## src/hw/rtl/sacnt_pkg.sv

```systemverilog
// ----------------------------------------------------------------------------
// sacnt_pkg
// Types, sizes and helpers for the subarray AND match counter.
// ----------------------------------------------------------------------------
package sacnt_pkg;

  localparam int unsigned WIDTH   = 32;             // element width
  localparam int unsigned ENTRIES = WIDTH + 1;      // distinct AND values per array
  localparam int unsigned IDX_W   = $clog2(ENTRIES + 1);
  localparam int unsigned CNT_W   = 40;             // per-entry count width
  localparam int unsigned TOT_W   = 64;             // running total width
  localparam int unsigned DATA_W  = 32;             // configuration data width
  localparam int unsigned ADDR_W  = 3;

  // register word index, taken from paddr[2]
  localparam logic [0:0] REG_MATCH_VALUE = 1'b0;

  typedef struct packed {
    logic [WIDTH-1:0] val;
    logic [CNT_W-1:0] cnt;
  } entry_t;

  typedef enum logic [3:0] {
    S_IDLE  = 4'b0001,
    S_SCAN  = 4'b0010,
    S_SELF  = 4'b0100,
    S_FLUSH = 4'b1000
  } state_e;

  function automatic logic [CNT_W-1:0] sat_cnt(input logic [CNT_W-1:0] a,
                                               input logic [CNT_W-1:0] b);
    logic [CNT_W:0] s;
    s = {1'b0, a} + {1'b0, b};
    return s[CNT_W] ? {CNT_W{1'b1}} : s[CNT_W-1:0];
  endfunction

endpackage

```

## src/hw/rtl/subarray_and_match_counter.sv

```systemverilog
// ----------------------------------------------------------------------------
// subarray_and_match_counter
// Counts contiguous subarrays whose bitwise AND equals match_value.
//
// Input channel (in_valid_i / in_stall_o) takes one array element per request;
// last_element_i closes the array. Output channel (out_valid_o / out_stall_i)
// returns one result per element: matches ending at that element, running
// total for the array, and array_done.
// A table of up to ENTRIES distinct AND values with their counts lives in a
// single-port-read memory. One shared AND / compare / merge unit walks the
// table one entry per cycle, compacting it in place, then folds in the
// element itself and retires the last pending entry.
// From an accepted request to out_valid_o the element passes S_SCAN, which walks
// the n entries in use (0 to ENTRIES), then S_SELF and S_FLUSH. A new request is
// taken only once the previous one is back in S_IDLE; the table walk sets this.
// in_stall_o stays high while an element is in work.
// If the receiver stalls, the result holds in the output register; the next
// element is still accepted and worked on, and waits in its final cycle
// until the output register frees.
// Reset empties the table and clears the total and match_value; no
// clearing pass is needed. Counts saturate at 2^40-1, the total at 2^64-1.
// ----------------------------------------------------------------------------
module subarray_and_match_counter
  import sacnt_pkg::*;
(
  input  logic              clk_i,
  input  logic              rst_ni,
  // element channel
  input  logic              in_valid_i,
  output logic              in_stall_o,
  input  logic [WIDTH-1:0]  element_i,
  input  logic              last_element_i,
  // result channel
  output logic              out_valid_o,
  input  logic              out_stall_i,
  output logic [CNT_W-1:0]  matches_ending_here_o,
  output logic [TOT_W-1:0]  running_total_o,
  output logic              array_done_o,
  // configuration
  input  logic              psel,
  input  logic              penable,
  input  logic              pwrite,
  input  logic [ADDR_W-1:0] paddr,
  input  logic [DATA_W-1:0] pwdata,
  output logic [DATA_W-1:0] prdata,
  output logic              pready
);

  state_e             state_q, state_d;
  logic [WIDTH-1:0]   match_value_q;
  logic [WIDTH-1:0]   elem_q;
  logic               last_q;
  logic [IDX_W-1:0]   n_q, n_d;
  logic [IDX_W-1:0]   rd_idx_q, rd_idx_d;
  logic               dv_q, dv_d;
  entry_t             rd_q;
  logic [IDX_W-1:0]   w_q, w_d;
  entry_t             pend_q, pend_d;
  logic               pend_vld_q, pend_vld_d;
  logic [CNT_W-1:0]   hits_q, hits_d;
  logic [TOT_W-1:0]   total_q, total_d;
  logic               out_valid_q, out_valid_d;
  logic [CNT_W-1:0]   out_matches_q;
  logic [TOT_W-1:0]   out_total_q;
  logic               out_done_q;

  entry_t             mem [ENTRIES];

  logic               accept;
  logic               rd_en;
  logic               op_en;
  logic [WIDTH-1:0]   op_val;
  logic [CNT_W-1:0]   op_cnt;
  logic               same;
  logic               wr_en;
  logic               out_free;
  logic               load_out;
  logic               pend_hit;
  logic [CNT_W-1:0]   hits_fin;
  logic [TOT_W:0]     tsum;
  logic [TOT_W-1:0]   tsum_sat;
  logic               cfg_wr;

  assign accept   = in_valid_i && !in_stall_o;
  assign in_stall_o = (state_q != S_IDLE);
  assign out_free = !out_valid_q || !out_stall_i;
  assign rd_en    = (state_q == S_SCAN) && (rd_idx_q < n_q);

  // shared AND / compare / merge unit
  assign op_en    = ((state_q == S_SCAN) && dv_q) || (state_q == S_SELF);
  assign op_val   = (state_q == S_SELF) ? elem_q : (rd_q.val & elem_q);
  assign op_cnt   = (state_q == S_SELF) ? CNT_W'(1) : rd_q.cnt;
  assign same     = pend_vld_q && (pend_q.val == op_val);
  assign pend_hit = pend_q.val == match_value_q;

  assign load_out = (state_q == S_FLUSH) && out_free;
  assign wr_en    = (op_en && pend_vld_q && !same) || load_out;

  assign hits_fin = pend_hit ? pend_q.cnt : hits_q;
  assign tsum     = {1'b0, total_q} + {{(TOT_W + 1 - CNT_W){1'b0}}, hits_fin};
  assign tsum_sat = tsum[TOT_W] ? {TOT_W{1'b1}} : tsum[TOT_W-1:0];

  always_comb begin
    state_d    = state_q;
    n_d        = n_q;
    rd_idx_d   = rd_idx_q;
    dv_d       = 1'b0;
    w_d        = w_q;
    pend_d     = pend_q;
    pend_vld_d = pend_vld_q;
    hits_d     = hits_q;
    total_d    = total_q;
    out_valid_d = out_valid_q && out_stall_i;

    unique case (state_q)
      S_IDLE: begin
        if (accept) begin
          rd_idx_d   = '0;
          w_d        = '0;
          pend_vld_d = 1'b0;
          hits_d     = '0;
          state_d    = S_SCAN;
        end
      end
      S_SCAN: begin
        dv_d = rd_en;
        if (rd_en) begin
          rd_idx_d = rd_idx_q + IDX_W'(1);
        end
        if (rd_idx_q == n_q) begin
          state_d = S_SELF;
        end
      end
      S_SELF: begin
        state_d = S_FLUSH;
      end
      S_FLUSH: begin
        if (out_free) begin
          n_d         = w_q + IDX_W'(1);
          total_d     = tsum_sat;
          out_valid_d = 1'b1;
          if (last_q) begin
            n_d     = '0;
            total_d = '0;
          end
          state_d = S_IDLE;
        end
      end
      default: begin
        state_d = S_IDLE;
      end
    endcase

    // merge into the pending entry or retire it to the table
    if (op_en) begin
      if (same) begin
        pend_d.cnt = sat_cnt(pend_q.cnt, op_cnt);
      end else begin
        if (pend_vld_q) begin
          w_d = w_q + IDX_W'(1);
          if (pend_hit) begin
            hits_d = pend_q.cnt;
          end
        end
        pend_d.val = op_val;
        pend_d.cnt = op_cnt;
        pend_vld_d = 1'b1;
      end
    end
  end

  always_ff @(posedge clk_i or negedge rst_ni) begin
    if (!rst_ni) begin
      state_q       <= S_IDLE;
      n_q           <= '0;
      rd_idx_q      <= '0;
      dv_q          <= 1'b0;
      w_q           <= '0;
      pend_vld_q    <= 1'b0;
      total_q       <= '0;
      out_valid_q   <= 1'b0;
      match_value_q <= '0;
    end else begin
      state_q     <= state_d;
      n_q         <= n_d;
      rd_idx_q    <= rd_idx_d;
      dv_q        <= dv_d;
      w_q         <= w_d;
      pend_vld_q  <= pend_vld_d;
      total_q     <= total_d;
      out_valid_q <= out_valid_d;
      if (cfg_wr) begin
        match_value_q <= pwdata[WIDTH-1:0];
      end
    end
  end

  // payload registers
  always_ff @(posedge clk_i) begin
    pend_q <= pend_d;
    hits_q <= hits_d;
    if (accept) begin
      elem_q <= element_i;
      last_q <= last_element_i;
    end
    if (load_out) begin
      out_matches_q <= hits_fin;
      out_total_q   <= tsum_sat;
      out_done_q    <= last_q;
    end
  end

  // table memory: one write and one registered read per cycle
  always_ff @(posedge clk_i) begin
    if (wr_en) begin
      mem[w_q] <= pend_q;
    end
    if (rd_en) begin
      rd_q <= mem[rd_idx_q];
    end
  end

  assign out_valid_o           = out_valid_q;
  assign matches_ending_here_o = out_matches_q;
  assign running_total_o       = out_total_q;
  assign array_done_o          = out_done_q;

  // configuration port
  assign cfg_wr = psel && penable && pwrite && pready && (paddr[2:2] == REG_MATCH_VALUE);
  assign pready = 1'b1;
  assign prdata = (paddr[2:2] == REG_MATCH_VALUE) ? match_value_q : '0;

  // compaction never overtakes the read pointer
  a_wr_behind_rd: assert property (@(posedge clk_i) disable iff (!rst_ni)
    (state_q == S_SCAN && wr_en) |-> (w_q < rd_idx_q))
    else $error("table write passed the read pointer");

  a_wr_in_range: assert property (@(posedge clk_i) disable iff (!rst_ni)
    wr_en |-> (w_q < IDX_W'(ENTRIES)))
    else $error("table write beyond last entry");

  a_entries_in_range: assert property (@(posedge clk_i) disable iff (!rst_ni)
    n_q <= IDX_W'(ENTRIES))
    else $error("entry count exceeds table size");

  a_accept_starts_scan: assert property (@(posedge clk_i) disable iff (!rst_ni)
    accept |=> (state_q == S_SCAN && w_q == '0 && !pend_vld_q))
    else $error("request did not start a clean table walk");

  a_flush_pending: assert property (@(posedge clk_i) disable iff (!rst_ni)
    (state_q == S_FLUSH) |-> pend_vld_q)
    else $error("no pending entry at flush");

endmodule
```

## config.mk

```make
export PLATFORM = sky130hd
export DESIGN_NAME = subarray_and_match_counter
export DESIGN_NICKNAME = d
export VERILOG_FILES = /design/src/hw/rtl/sacnt_pkg.sv /design/src/hw/rtl/subarray_and_match_counter.sv
export SDC_FILE = /design/constraint.sdc
export NUM_CORES = 2
export LEC_CHECK = 0
export BUFFER_PORTS_ARGS = -buffer_cell sky130_fd_sc_hd__buf_2
export CAP_MARGIN = 10
export CORE_ASPECT_RATIO = 0.9
export CORE_MARGIN = 1
export CORE_UTILIZATION = 40
export CTS_BUF_LIST = sky130_fd_sc_hd__clkbuf_4 sky130_fd_sc_hd__clkbuf_8
export CTS_CLUSTER_SIZE = 25
export DETAILED_ROUTE_END_ITERATION = 10
export PLACE_DENSITY_LB_ADDON = 0.1
export SLEW_MARGIN = 20
export SYNTH_ARGS = -nofsm -noshare
export SYNTH_HDL_FRONTEND = slang
export SYNTH_SLANG_ARGS = --single-unit
```

## constraint.sdc

```tcl
create_clock -name clk_i -period 35 [get_ports clk_i]
set_input_delay 1.75 -clock clk_i [delete_from_list [all_inputs] [get_ports clk_i]]
set_output_delay 1.75 -clock clk_i [all_outputs]
set_load 0.01 [all_outputs]
```

==> flow_metrics.py <==
metrics = {
    "logic_synthesis": {
        "synth_mux_area_share_pct": 15.8,
        "ys_seq_area_share_pct": 74.1,
        "yosys_warnings": 0,
        "synthXorXnorAreaFrac_pct": 0.954,
        "synth_cell_types": 90,
        "synth_compound_area_share_pct": 3.50,
        "synth_top_family_by_area": "multiplexers",
        "synthCells": 5662,
        "syn-num-nets": 5827,
        "synth_area_um2": 113000,
        "syn_avg_cell_area_um2": 19.9,
        "synth_edf_count": 2658,
        "synth_ff_type": "edfxtp_1",
        "ys_ff_latch": 2819,
        "synthAdderAreaFrac_pct": 1.01,
        "synth-simple-area-share_pct": 3.26,
        "synth-async-reset-ratio_pct": 4.29,
    },
    "power": {
        "p_leak_nw": 41.6,
        "total_power_mw": 7.62,
        "irDropWorstVdd_mv": 0.0411,
        "p_per_area_nw_per_um2": 59.3,
    },
    "floorplanning": {
        "die_w_um": 562,
        "fp.dieH_um": 506,
        "core_um2": 280000,
        "placementRows": 184,
        "ios": 215,
        "initial_core_util_pct": 40.3,
        "die_area_um2": 284000,
    },
    "critical_path": {
        "regToRegSetupSlack_ns": 27.46,
        "worstSetupEndpointType": "register",
        "endpoint": "running_total_o[63]",
        "cp-startpoint": "pend_q[59]",
        "r2r-end": "running_total_o[63]",
        "path_class": "reg -> reg",
        "rr_startpoint": "pend_q[59]",
        "critPathRequiredTime_ns": 35.76,
        "worstPathMaxFanout": 80,
        "arrival_ns": 8.30,
        "critPathLaunchType": "register",
        "rr_worst_depth": 15,
    },
    "global_route": {
        "grt_pass1_wl_um": 448000,
        "met1_usage_pct": 32.2,
        "gr-total-overflow": 0,
        "antenna_found_initial": 20,
        "top_usage_layer": "met2",
        "grt_max_degree": 118,
        "grt.met2_usage_pct": 35.2,
        "track_usage_pct": 22.1,
        "grt_use_met3_pct": 3.49,
        "grt_pass1_vias": 59500,
    },
    "place": {
        "hpwlAfterDp_um": 172000,
        "place_congestion": 0.895,
        "pre_cts_slack_ns": 27.31,
        "placed_cell_area_um2": 119000,
        "io_buffers": 211,
        "dp_cells": 9474,
    },
    "sta": {
        "setup_viol": 0,
        "fin_ws_ns": 27.46,
        "period_minus_slack_ns": 7.54,
        "max_freq_ghz": 0.133,
        "fin_tns_setup_ns": 0,
        "max-slew-margin-rel_pct": 24.9,
        "post-route-period-util_pct": 21.6,
        "drv_slew": 0,
        "hold_ws_ns": 0.461,
        "fin_skew_ns": 0.0772,
        "finalHoldViolations": 0,
        "rsz0062_at_grt": "false",
        "worst_pin_slew_ns": 1.13,
    },
    "routing": {
        "drc": 0,
        "dr.pass1.iters": 6,
        "final_antenna_net_count": 0,
        "wire_per_inst_um": 30.5,
        "totalWireLength_um": 316000,
        "vias": 58400,
        "drt_iter0_drc": 5615,
        "vias_per_cell": 5.65,
    },
    "clock_tree": {
        "cts_buffers": 459,
        "clock_tree.buffer_depth": 4,
        "cts.repair.resized": 0,
        "htree_levels": 5,
        "clk_latency_ns": 1.04,
        "cts_tree": "done",
        "cts_sinks": 2819,
        "hold_buffers": 0,
        "post-cts-setup-buffers": 0,
        "clk_pin_slew_ns": 0.06,
        "clockRootBuffer": "clkbuf_8",
    },
    "job": {
        "maxCapViolCount": 0,
    },
    "layout": {
        "nets": 6405,
        "drive_gt1_share_pct": 29.5,
        "layout_common_cells": "edfxtp_1 (2,658), mux4_2 (720), clkbuf_8 (472)",
        "fillCellCount": 24000,
        "stdcell_count": 10300,
        "syn2layout_area_growth_pct": 13.8,
        "fin_util_pct": 45.9,
        "final_area_um2": 128000,
        "final_common_cell": "edfxtp_1",
    },
    "worst_hold_path": {
        "worstHoldPathType": "reg -> reg",
    },
    "status": {
        "run_status": "complete, no violations",
    },
}
## critical path, stage by stage (launching register included)
cell       delay, ns
edfxtp_1        1.03
xnor2_1         0.20
nand4_1         0.16
nor4_4          0.81
nand2_4         0.57
o21ai_0         0.70
ha_1            0.42
a21o_1          0.20
a31oi_1         0.32
nor4bb_1        0.41
a21oi_1         0.26
o2111ai_1       0.81
nand2_1         0.25
a41oi_1         0.54
nor2b_1         0.11
mux2_1          0.35
## power by group
group / internal (mW) / switching (mW)
clock network: 1.51 / 1.31
logic: 0.509 / 0.499
registers: 3.73 / 0.0574
## layer usage
layer | vias to the layer above | part of all wire (%)
met5 | - | 0.051
met4 | 24 | 1.9
met3 | 454 | 5.3
met2 | 1762 | 48
met1 | 31600 | 45
li1 | 24500 | -
## cells in the mapped netlist, types with 6 or more instances
library cell	count	area, um^2
a211oi_1	10	75.1
a21o_1	31	233
a21oi_1	123	616
a22o_1	47	412
a31o_2	9	78.8
a31oi_1	54	338
a41oi_1	6	52.6
and2_1	45	282
and3_1	27	169
and4_1	14	123
buf_1	50	188
buf_2	11	55.1
buf_6	9	101
clkbuf_1	209	785
dfrtp_1	120	3000
dfxtp_1	40	801
edfxtp_1	2658	79800
ha_1	88	1100
inv_1	108	405
mux2_2	33	372
mux2i_1	120	1200
mux4_2	720	16200
nand2_1	309	1160
nand2b_1	24	150
nand3_1	32	160
nand4_1	34	213
nor2_1	122	458
nor2b_1	41	257
nor3_1	29	145
nor4_1	19	119
nor4b_2	8	120
o211ai_1	9	67.6
o21a_1	49	368
o21ai_0	180	901
o21bai_1	9	67.6
o22ai_1	28	175
o31ai_1	7	52.6
or3_1	6	37.5
xnor2_1	86	753
xor2_1	37	324
## layout make-up
class / instances / area (um^2) / share of cell area (%)
Antenna cell: 5 / 12.5 / 0.00974
Clock buffer: 650 / 7830 / 6.10
Clock inverter: 182 / 1110 / 0.867
Inverter: 109 / 415 / 0.323
Multi-Input combinational cell: 2450 / 27900 / 21.7
Sequential cell: 2819 / 83700 / 65.1
Tap cell: 3720 / 4650 / 3.62
Timing Repair Buffer: 401 / 2860 / 2.23
## how the worst min path moves through the flow
| stage | startpoint | endpoint | cells after the start |
|---|---|---|---|
| global placement | hits_q[37] | hits_q[37] | 2 |
| detailed placement | hits_q[19] | hits_q[19] | 2 |
| CTS | hits_q[19] | hits_q[19] | 2 |
| global route | hits_q[17] | hits_q[17] | 2 |
| finish | hits_q[36] | hits_q[36] | 2 |
| floorplan | hits_q[0] | hits_q[0] | 2 |
## kinds of logic after synthesis
group	Yosys count
adders and majority gates	90
DFF	2819
muxes	875
AOI/OAI and AO/OA	619
buffers and inverters	393
other	1
xor gates and xnor gates	123
and+or+nand+nor	742
## sequential cells by signal, summed over array words and instances, names as in the netlist
register / cells
running_total_o: 64
mem: 2376
match_value_q: 32
pend_vld_q: 1
array_done_o: 1
state_q: 4
hits_q: 40
last_q: 1
n_q: 6
w_q: 6
total_q: 64
elem_q: 32
pend_q: 72
dv_q: 1
matches_ending_here_o: 40
out_valid_o: 1
rd_q: 72
rd_idx_q: 6
(Power assumes the default switching activity.)
